`src/rtl/core/mctcd_pkg.sv`:
```
package mctcd_pkg;

  // Charset codes
  localparam logic [2:0] CS_UTF8    = 3'd0;
  localparam logic [2:0] CS_UTF16LE = 3'd1;
  localparam logic [2:0] CS_UTF16BE = 3'd2;
  localparam logic [2:0] CS_UTF32LE = 3'd3;
  localparam logic [2:0] CS_UTF32BE = 3'd4;

  // Register indexes
  localparam logic REG_CHARSET = 1'b0;
  localparam logic REG_STOP    = 1'b1;

  localparam logic [31:0] REPL_CP     = 32'h0000_FFFD;
  localparam logic [31:0] SUPP_BASE   = 32'h0001_0000;
  localparam logic [31:0] MAX_CP      = 32'h0010_FFFF;
  localparam logic [15:0] COUNT_MAX   = 16'hFFFF;
  localparam logic [5:0]  HIGH_SURR   = 6'b110110;
  localparam logic [5:0]  LOW_SURR    = 6'b110111;

  localparam int MAX_RES = 3;
  localparam int QDEPTH  = 4;

  typedef enum logic [1:0] {
    KIND_CP      = 2'd0,
    KIND_END_OK  = 2'd1,
    KIND_END_BAD = 2'd2
  } kind_t;

  typedef struct packed {
    logic [31:0] assembly_word;
    logic [1:0]  bytes_pending;
    logic [1:0]  byte_phase;
    logic [15:0] held_high_surrogate;
    logic        surrogate_held;
    logic        decode_stopped;
    logic [15:0] emitted_count;
  } str_state_t;

  typedef struct packed {
    logic        end_of_run;
    logic [15:0] char_count;
    logic [31:0] char_value;
    kind_t       kind;
  } result_t;

endpackage

```
`src/rtl/core/mctcd_decode.sv`:
```
module mctcd_decode (
  input  mctcd_pkg::str_state_t st_i,
  input  logic [2:0]            charset_i,
  input  logic                  stop_on_invalid_i,
  input  logic [7:0]            data_byte_i,
  input  logic                  last_byte_i,
  output mctcd_pkg::str_state_t st_o,
  output mctcd_pkg::result_t    res_o [mctcd_pkg::MAX_RES],
  output logic [1:0]            n_res_o
);

  function automatic logic [15:0] sat_inc(input logic [15:0] c);
    sat_inc = (c == mctcd_pkg::COUNT_MAX) ? c : c + 16'd1;
  endfunction

  function automatic mctcd_pkg::result_t mk_cp(input logic [31:0] cp);
    mctcd_pkg::result_t r;
    r.end_of_run = 1'b0;
    r.char_count = '0;
    r.char_value = cp;
    r.kind       = mctcd_pkg::KIND_CP;
    mk_cp = r;
  endfunction

  always_comb begin
    mctcd_pkg::str_state_t st;
    mctcd_pkg::result_t    res [mctcd_pkg::MAX_RES];
    mctcd_pkg::kind_t      end_kind;
    logic [1:0]            n;
    logic [15:0]           unit;
    logic [31:0]           cp;
    logic                  big;

    st       = st_i;
    n        = 2'd0;
    unit     = '0;
    cp       = '0;
    end_kind = mctcd_pkg::KIND_END_OK;
    big      = (charset_i == mctcd_pkg::CS_UTF16BE) || (charset_i == mctcd_pkg::CS_UTF32BE);
    for (int i = 0; i < mctcd_pkg::MAX_RES; i++) begin
      res[i] = '0;
    end

    case (charset_i)
      mctcd_pkg::CS_UTF8: begin
        if (!st.decode_stopped) begin
          if (st.bytes_pending != 2'd0) begin
            st.assembly_word = {st.assembly_word[25:0], data_byte_i[5:0]};
            st.bytes_pending = st.bytes_pending - 2'd1;
            if (st.bytes_pending == 2'd0) begin
              cp = st.assembly_word;
              if (st.byte_phase == 2'd3 &&
                  (cp < mctcd_pkg::SUPP_BASE || cp > mctcd_pkg::MAX_CP)) begin
                cp = mctcd_pkg::REPL_CP;
              end
              res[n] = mk_cp(cp);
              n = n + 2'd1;
              st.emitted_count = sat_inc(st.emitted_count);
              st.assembly_word = '0;
              st.byte_phase    = 2'd0;
            end
          end else if (!data_byte_i[7]) begin
            res[n] = mk_cp({24'd0, data_byte_i});
            n = n + 2'd1;
            st.emitted_count = sat_inc(st.emitted_count);
          end else if (data_byte_i[7:5] == 3'b110) begin
            st.assembly_word = {27'd0, data_byte_i[4:0]};
            st.bytes_pending = 2'd1;
            st.byte_phase    = 2'd1;
          end else if (data_byte_i[7:4] == 4'b1110) begin
            st.assembly_word = {28'd0, data_byte_i[3:0]};
            st.bytes_pending = 2'd2;
            st.byte_phase    = 2'd2;
          end else if (data_byte_i[7:3] == 5'b11110) begin
            st.assembly_word = {29'd0, data_byte_i[2:0]};
            st.bytes_pending = 2'd3;
            st.byte_phase    = 2'd3;
          end else if (stop_on_invalid_i) begin
            st.decode_stopped = 1'b1;
          end else begin
            res[n] = mk_cp(mctcd_pkg::REPL_CP);
            n = n + 2'd1;
            st.emitted_count = sat_inc(st.emitted_count);
          end
        end
      end
      mctcd_pkg::CS_UTF16LE, mctcd_pkg::CS_UTF16BE: begin
        if (st.byte_phase == 2'd0) begin
          st.assembly_word = {24'd0, data_byte_i};
          st.byte_phase    = 2'd1;
        end else begin
          unit = big ? {st.assembly_word[7:0], data_byte_i}
                     : {data_byte_i, st.assembly_word[7:0]};
          st.assembly_word = '0;
          st.byte_phase    = 2'd0;
          if (st.surrogate_held && unit[15:10] == mctcd_pkg::LOW_SURR) begin
            // combine the pair
            cp = {12'd0, st.held_high_surrogate[9:0], unit[9:0]} + mctcd_pkg::SUPP_BASE;
            res[n] = mk_cp(cp);
            n = n + 2'd1;
            st.emitted_count       = sat_inc(st.emitted_count);
            st.surrogate_held      = 1'b0;
            st.held_high_surrogate = '0;
          end else begin
            if (st.surrogate_held) begin
              res[n] = mk_cp({16'd0, st.held_high_surrogate});
              n = n + 2'd1;
              st.emitted_count       = sat_inc(st.emitted_count);
              st.surrogate_held      = 1'b0;
              st.held_high_surrogate = '0;
            end
            if (unit[15:10] == mctcd_pkg::HIGH_SURR) begin
              st.held_high_surrogate = unit;
              st.surrogate_held      = 1'b1;
            end else begin
              res[n] = mk_cp({16'd0, unit});
              n = n + 2'd1;
              st.emitted_count = sat_inc(st.emitted_count);
            end
          end
        end
      end
      mctcd_pkg::CS_UTF32LE, mctcd_pkg::CS_UTF32BE: begin
        if (big) begin
          st.assembly_word = {st.assembly_word[23:0], data_byte_i};
        end else begin
          st.assembly_word[{st.byte_phase, 3'b000} +: 8] = data_byte_i;
        end
        if (st.byte_phase == 2'd3) begin
          res[n] = mk_cp(st.assembly_word);
          n = n + 2'd1;
          st.emitted_count = sat_inc(st.emitted_count);
          st.assembly_word = '0;
          st.byte_phase    = 2'd0;
        end else begin
          st.byte_phase = st.byte_phase + 2'd1;
        end
      end
      default: begin
        // unused charset: drop the byte
      end
    endcase

    if (last_byte_i) begin
      if (charset_i > mctcd_pkg::CS_UTF32BE) begin
        end_kind = mctcd_pkg::KIND_END_BAD;
      end else if (charset_i != mctcd_pkg::CS_UTF8) begin
        if (st.surrogate_held) begin
          res[n] = mk_cp({16'd0, st.held_high_surrogate});
          n = n + 2'd1;
          st.emitted_count  = sat_inc(st.emitted_count);
          st.surrogate_held = 1'b0;
        end
        if (st.byte_phase != 2'd0) begin
          end_kind = mctcd_pkg::KIND_END_BAD;
        end
      end
      res[n].end_of_run = 1'b1;
      res[n].char_count = st.emitted_count;
      res[n].char_value = '0;
      res[n].kind       = end_kind;
      n = n + 2'd1;
      st = '0;
    end

    st_o    = st;
    res_o   = res;
    n_res_o = n;
  end

endmodule

```
`src/rtl/core/multi_charset_to_codepoint_decoder.sv`:
```
// Decodes a byte stream in UTF-8, UTF-16LE/BE or UTF-32LE/BE (chosen by the
// charset register) into Unicode code points, one byte accepted per clock
// while the queue has room. Each byte is decoded in the cycle it is taken and
// its results (none, one, two or three words: code points and, after the byte
// marked tlast, an end word carrying the character count and the kind) go
// into a four-entry result queue that drains one word per cycle while
// out_tready is high. A byte that yields several results can hold off later
// bytes while the queue drains. The input is taken while at most one word
// waits (two if one is being taken). Write the registers only while the
// block is idle; a charset write clears any partly decoded string.
module multi_charset_to_codepoint_decoder (
  input  logic        clk,
  input  logic        rst_n,
  // input stream
  input  logic        in_tvalid,
  output logic        in_tready,
  input  logic [7:0]  in_tdata,   // [7:0] data_byte
  input  logic        in_tlast,   // last_byte
  // result stream
  output logic        out_tvalid,
  input  logic        out_tready,
  output logic [47:0] out_tdata,  // [31:0] char_value, [47:32] char_count
  output logic [1:0]  out_tuser,  // [1:0] kind
  output logic        out_tlast,  // end_of_run
  // register port
  input  logic        cfg_psel,
  input  logic        cfg_penable,
  input  logic        cfg_pwrite,
  input  logic [2:0]  cfg_paddr,
  input  logic [31:0] cfg_pwdata,
  output logic [31:0] cfg_prdata,
  output logic        cfg_pready
);

  logic [2:0]            charset_r;
  logic                  stop_r;
  mctcd_pkg::str_state_t st_r, st_nxt, st_dec;
  mctcd_pkg::result_t    res   [mctcd_pkg::MAX_RES];
  logic [1:0]            n_res;
  mctcd_pkg::result_t    q_r   [mctcd_pkg::QDEPTH];
  mctcd_pkg::result_t    q_nxt [mctcd_pkg::QDEPTH];
  logic [2:0]            cnt_r, cnt_nxt;
  logic                  cfg_wr, in_acc, out_acc;

  assign cfg_pready = 1'b1;
  assign cfg_wr     = cfg_psel & cfg_penable & cfg_pwrite & cfg_pready;
  assign cfg_prdata = (cfg_paddr[2] == mctcd_pkg::REG_CHARSET) ? {29'd0, charset_r}
                                                               : {31'd0, stop_r};

  always_ff @(posedge clk) begin
    if (!rst_n) begin
      charset_r <= mctcd_pkg::CS_UTF8;
      stop_r    <= 1'b1;
    end else if (cfg_wr) begin
      if (cfg_paddr[2] == mctcd_pkg::REG_CHARSET) begin
        charset_r <= cfg_pwdata[2:0];
      end else begin
        stop_r <= cfg_pwdata[0];
      end
    end
  end

  mctcd_decode u_decode (
    .st_i              (st_r),
    .charset_i         (charset_r),
    .stop_on_invalid_i (stop_r),
    .data_byte_i       (in_tdata),
    .last_byte_i       (in_tlast),
    .st_o              (st_dec),
    .res_o             (res),
    .n_res_o           (n_res)
  );

  assign out_tvalid = (cnt_r != 3'd0);
  assign out_tdata  = {q_r[0].char_count, q_r[0].char_value};
  assign out_tuser  = q_r[0].kind;
  assign out_tlast  = q_r[0].end_of_run;
  assign out_acc    = out_tvalid & out_tready;
  // room for a full burst of results after this cycle's pop
  assign in_tready  = (cnt_r <= 3'd1) || ((cnt_r == 3'd2) && out_tready);
  assign in_acc     = in_tvalid & in_tready;

  always_comb begin
    st_nxt = st_r;
    if (cfg_wr && cfg_paddr[2] == mctcd_pkg::REG_CHARSET) begin
      st_nxt = '0;
    end else if (in_acc) begin
      st_nxt = st_dec;
    end
  end

  always_comb begin
    mctcd_pkg::result_t sh [mctcd_pkg::QDEPTH];
    logic [2:0] base;
    logic [2:0] off;

    for (int i = 0; i < mctcd_pkg::QDEPTH - 1; i++) begin
      sh[i] = out_acc ? q_r[i+1] : q_r[i];
    end
    sh[mctcd_pkg::QDEPTH-1] = q_r[mctcd_pkg::QDEPTH-1];
    base = cnt_r - {2'd0, out_acc};
    for (int i = 0; i < mctcd_pkg::QDEPTH; i++) begin
      off = 3'(i) - base;
      if (3'(i) < base) begin
        q_nxt[i] = sh[i];
      end else if (in_acc && off < {1'b0, n_res}) begin
        q_nxt[i] = res[off[1:0]];
      end else begin
        q_nxt[i] = sh[i];
      end
    end
    cnt_nxt = base + (in_acc ? {1'b0, n_res} : 3'd0);
  end

  always_ff @(posedge clk) begin
    if (!rst_n) begin
      st_r  <= '0;
      cnt_r <= '0;
    end else begin
      st_r  <= st_nxt;
      cnt_r <= cnt_nxt;
    end
  end

  always_ff @(posedge clk) begin
    q_r <= q_nxt;
  end

endmodule

```
`config.mk`:
```
export PLATFORM = sky130hd
export DESIGN_NAME = multi_charset_to_codepoint_decoder
export DESIGN_NICKNAME = d
export VERILOG_FILES = /design/src/rtl/core/mctcd_pkg.sv /design/src/rtl/core/mctcd_decode.sv /design/src/rtl/core/multi_charset_to_codepoint_decoder.sv
export SDC_FILE = /design/constraint.sdc
export NUM_CORES = 1
export LEC_CHECK = 0
export ABC_CLOCK_PERIOD_IN_PS = 9600
export BUFFER_PORTS_ARGS = -buffer_cell sky130_fd_sc_hd__buf_2
export CAP_MARGIN = 25
export CELL_PAD_IN_SITES_DETAIL_PLACEMENT = 1
export CELL_PAD_IN_SITES_GLOBAL_PLACEMENT = 1
export CORE_MARGIN = 3
export CORE_UTILIZATION = 42
export CTS_CLUSTER_SIZE = 40
export DETAILED_ROUTE_END_ITERATION = 8
export PLACE_DENSITY = 0.79
export SYNTH_ARGS = -nofsm -noshare
export SYNTH_HDL_FRONTEND = slang
export SYNTH_SLANG_ARGS = --single-unit
```
`constraint.sdc`:
```
create_clock -name clk -period 9.6 [get_ports clk]
set_clock_uncertainty 0.2 [all_clocks]
set_input_delay 1.44 -clock clk [delete_from_list [all_inputs] [get_ports clk]]
set_output_delay 1.44 -clock clk [all_outputs]
set_load 0.005 [all_outputs]
```
==> summary by stage <==
Run status
The flow ran to the end, and the final reports show no timing, DRC or antenna violations.

Timing
The count of pins over their slew limit came to 0. The share of the cycle needed by the critical path after routing is between 80% and 90%. The number of endpoints with negative hold slack in the final report is 0. The worst hold-check slack is around 310 ps. Measured against its own limit, the worst slew margin works out to 27.74%. In the final timing run, aggregate negative setup slack is 0 ps.

Setup repair after global routing left no endpoint under its margin. The achievable frequency is between 100 and 150 MHz. For the pin with the worst max-slew slack, the measured transition is ~1100 ps. The count of endpoints failing setup in the final report is 0. The final period demand of the worst path is slightly below 8000 ps.

Clock network
The tree is rooted in a sky130_fd_sc_hd__clkbuf_16. Clock tree synthesis inserted a total of 35 buffers. The count of hold-fix buffers inserted at cts is 0. Counting every sink on the clock net gives roughly 280. Buffers added to address setup during post-CTS repair amount to 0.

The clock tree synthesis step divided the H-tree into 2 levels. In this run the deepest clock path goes through 3 buffers. The post-cts resize count is 0. After clock tree synthesis, the clock-pin slew on the worst setup and hold paths is around 60 ps. The clock tree from TritonCTS is built. The later pin in the worst-skew pair is clocked with a latency of approximately 560 ps.

GRT
The initial antenna violation count is 1. Across every metal layer, demand over resource in global routing totals between 20% and 30%. The number of global-route vias before repair is around 20000. The first global-routing pass estimated roughly 120000 um of wire. The global-route congestion overflow total is 0. Entering global routing, the biggest net connects 92 pins.

Critical path
The type of the setup path with the least slack is flop to flop. The required time of the worst setup path is slightly below 10000 ps. Measured in cells, the most critical reg-to-reg path has a length of 22. The launching element type of the critical path is a flop.

For the worst setup path, the data arrival time is roughly 7800 ps. Across all register-to-register paths, the minimum setup slack is roughly 1900 ps. The worst register-to-register path begins at st_r[1]$_SDFFE_PP0P_. In this run the critical register-to-register path is captured at q_r[35]$_DFFE_PP_. In this run the worst path has a maximum fanout of 21.

The kind of end point of the critical path is a flop.

Yosys
The count of mapped cells out of synthesis is 2502. The share of synthesized area spent on multiplexers is a little over a tenth. The most frequently used flop master after synthesis is sky130_fd_sc_hd__dfxtp_1. The Yosys step of the flow raised 0 warnings.

The top cell type by area accounts for between 20% and 30% of the synthesized area. Counting flops and latches in the post-synthesis netlist gives 281. The mean instance size in the synthesized netlist is around 7.8 um2. By area, the combinational part of the netlist is dominated by compound AO/OA/AOI/OAI gates. In the post-synthesis netlist, the biggest area contributors are sky130_fd_sc_hd__dfxtp_1 24%, sky130_fd_sc_hd__mux2i_1 9.2%, sky130_fd_sc_hd__edfxtp_1 7.9%. The fraction of the yosys area taken by sequential cells is a little under a third.

The post-synthesis async set-or-reset flop share is 0%. The commonest cells after synthesis are 263 x sky130_fd_sc_hd__o21ai_0, 233 x sky130_fd_sc_hd__nand2_1, 230 x sky130_fd_sc_hd__dfxtp_1. The count of cell types in the netlist is 93. The synthesized netlist devotes 26.17% of its cell area to compound gates. The cell taking the most area after synthesis is sky130_fd_sc_hd__dfxtp_1. The simple-gate area share of the yosys netlist is approximately 20%.

The fraction of the mapped netlist area in adder cells is roughly 1.9%. The post-synthesis xor/xnor area fraction is approximately 1.6%. The most frequent cell after synthesis is sky130_fd_sc_hd__o21ai_0. The netlist area before placement is between 15000 and 20000 um2. Yosys mapped a number of flops with a built-in enable equal to 51.

Cells and area
The post-synthesis to final-layout area growth is 7.940%. The count of placed standard cells in the final layout, fillers left out is between 3000 and 4000. The antenna diode instance count is 0. The count of nets after finishing is 2493. The ratio of cells with drive above 1 in the final layout is ~11%.

Route
The via count is roughly 20000. Dividing the detail-routed wire length by the instance count gives about 25 um. The first TritonRoute pass finished after 5 iterations. After detailed routing, the number of vias per cell comes to about 6.5.

The number of nets with antenna violations after routing is 0. Wires add up to ~76000 um. The DRC violation count after routing is 0. The initial DRC count is 1750.

Pwr
The worst-case IR drop observed on VDD is just over 0.2 mV. The standby leakage power is 7.341 nW. Power spread over the standard cell area amounts to between 200 and 250 nW/um2.

Placement
The number of placed cells counting well taps is just under 3000. During placement, the flow inserted port buffers numbering 75. The placed wire-length estimate is approximately 53000 um. Routability-driven placement finished with a final weighted congestion of 0.9735.

Floorplan
The floorplan has slightly below 80 rows. The die covers slightly below 50000 um2. Measured along the y axis, the die boundary spans 221.4 um.

The initial cell density of the core is between 40% and 50%. The die boundary width is between 200 and 250 um. The area of the core is ~46000 um2.

Pin placement for this block handled ~140 I/O pins.

Hold path
The worst min-delay path endpoint is st_r[69]$_SDFFE_PP0P_. The type of the tightest min-delay check is flop to flop. The worst hold path cell count is 2. The beginning of the worst hold path is st_r[69]$_SDFFE_PP0P_.

Job
The max-cap violation count is 0.
## power breakdown
| group | total (mW) | switching [mW] | leakage (nW) | internal [mW] |
|---|---|---|---|---|
| combinational | 2.00 | 1.30 | 4.40 | 0.699 |
| sequential | 1.82 | 0.207 | 2.38 | 1.61 |
| clock | 1.33 | 0.548 | 0.554 | 0.780 |
| total | 5.15 | 2.06 | 7.34 | 3.09 |
## worst max-delay path, stage by stage, from the launching register on
cell and delay (ps):
sky130_fd_sc_hd__dfxtp_1 720, sky130_fd_sc_hd__ha_1 270, sky130_fd_sc_hd__buf_4 250, sky130_fd_sc_hd__nand4_2 310, sky130_fd_sc_hd__or4_1 640, sky130_fd_sc_hd__nand2_1 390, sky130_fd_sc_hd__nand2_1 100, sky130_fd_sc_hd__nand2_1 120
sky130_fd_sc_hd__ha_1 250, sky130_fd_sc_hd__nand4_1 180, sky130_fd_sc_hd__a21boi_2 370, sky130_fd_sc_hd__nand2_1 240, sky130_fd_sc_hd__nor3_2 560, sky130_fd_sc_hd__a311oi_1 270, sky130_fd_sc_hd__inv_1 160, sky130_fd_sc_hd__ha_1 180
sky130_fd_sc_hd__inv_1 60, sky130_fd_sc_hd__nor3_1 390, sky130_fd_sc_hd__nor4b_4 690, sky130_fd_sc_hd__nand2_2 220, sky130_fd_sc_hd__nand2_1 150, sky130_fd_sc_hd__mux2i_1 600, sky130_fd_sc_hd__nor2_1 100
## per-layer routing
layer / routed length, um / global-route usage, %
met1: 33580 / 40.30
met2: 35060 / 48.27
met3: 5527 / 5.280
met4: 1966 / 8.828
met5: 0 / 0
## worst max-delay path by stage
stage                              endpoint            startpoint  slack (ps)  depth (start not counted)
after floorplan            q_r[0]$_DFFE_PP_           in_tdata[3]        1520                         18
after global placement    q_r[35]$_DFFE_PP_  st_r[1]$_SDFFE_PP0P_        2320                         22
after detailed placement  q_r[35]$_DFFE_PP_  st_r[1]$_SDFFE_PP0P_        2150                         22
after CTS                 q_r[35]$_DFFE_PP_  st_r[1]$_SDFFE_PP0P_        2130                         22
after global routing      q_r[35]$_DFFE_PP_  st_r[1]$_SDFFE_PP0P_        1530                         22
final                     q_r[35]$_DFFE_PP_  st_r[1]$_SDFFE_PP0P_        1870                         22
## layout by cell type, fill, tap and decap left out, drive strengths merged, types with 14 or more instances in the layout
| master | n |
|---|---|
| o21ai | 277 |
| nand2 | 234 |
| dfxtp | 230 |
| nor2 | 217 |
| mux2i | 179 |
| nand3 | 158 |
| a21oi | 145 |
| buf | 135 |
| a22oi | 77 |
| nor3 | 56 |
| clkbuf | 52 |
| edfxtp | 51 |
| inv | 45 |
| o22ai | 36 |
| nor4 | 36 |
| conb | 30 |
| and2 | 30 |
| ha | 28 |
| a221o | 27 |
| a211oi | 23 |
| o211ai | 22 |
| xnor2 | 21 |
| nand4 | 21 |
| o21a | 20 |
| mux2 | 19 |
| a31oi | 19 |
| a311oi | 16 |
| xor2 | 14 |
## layout make-up
type	count	area (um2)
clock buffers	52	1042
fillers	5559	24550
repair buffers	135	870.8
flip-flops and latches	281	6136
multi-input cells	1915	11970
clock inverters	10	90.09
inverters	45	168.9
well taps	600	750.7
## per-stage QoR
step	area (um2)	setup WS (ps)	power, mW	utilization, %
final	21020	1875	5.150	46.13
after global routing	21020	1532	5.434	46.13
after CTS	20950	2132	5.143	45.97
after detailed placement	19820	2151	3.787	43.48
after global placement	19790	2320	3.654	43.43
after floorplan	19590	1523	3.256	-
## cell families after synthesis
kind of cell	after synthesis
multiplexers	199
XOR/XNOR	35
flip-flops	281
AND/OR/NAND/NOR	829
adder cells (fa/ha/maj)	29
AO/OA/AOI/OAI	793
buffers and inverters	334
other	2
## state kept, by name, summed over array words and instances, names as in the netlist
register / flops
q_r: 153
st_r: 70
out_tdata: 48
charset_r: 3
cnt_r: 3
out_tuser: 2
out_tlast: 1
stop_r: 1
(Power assumes the default switching activity.)
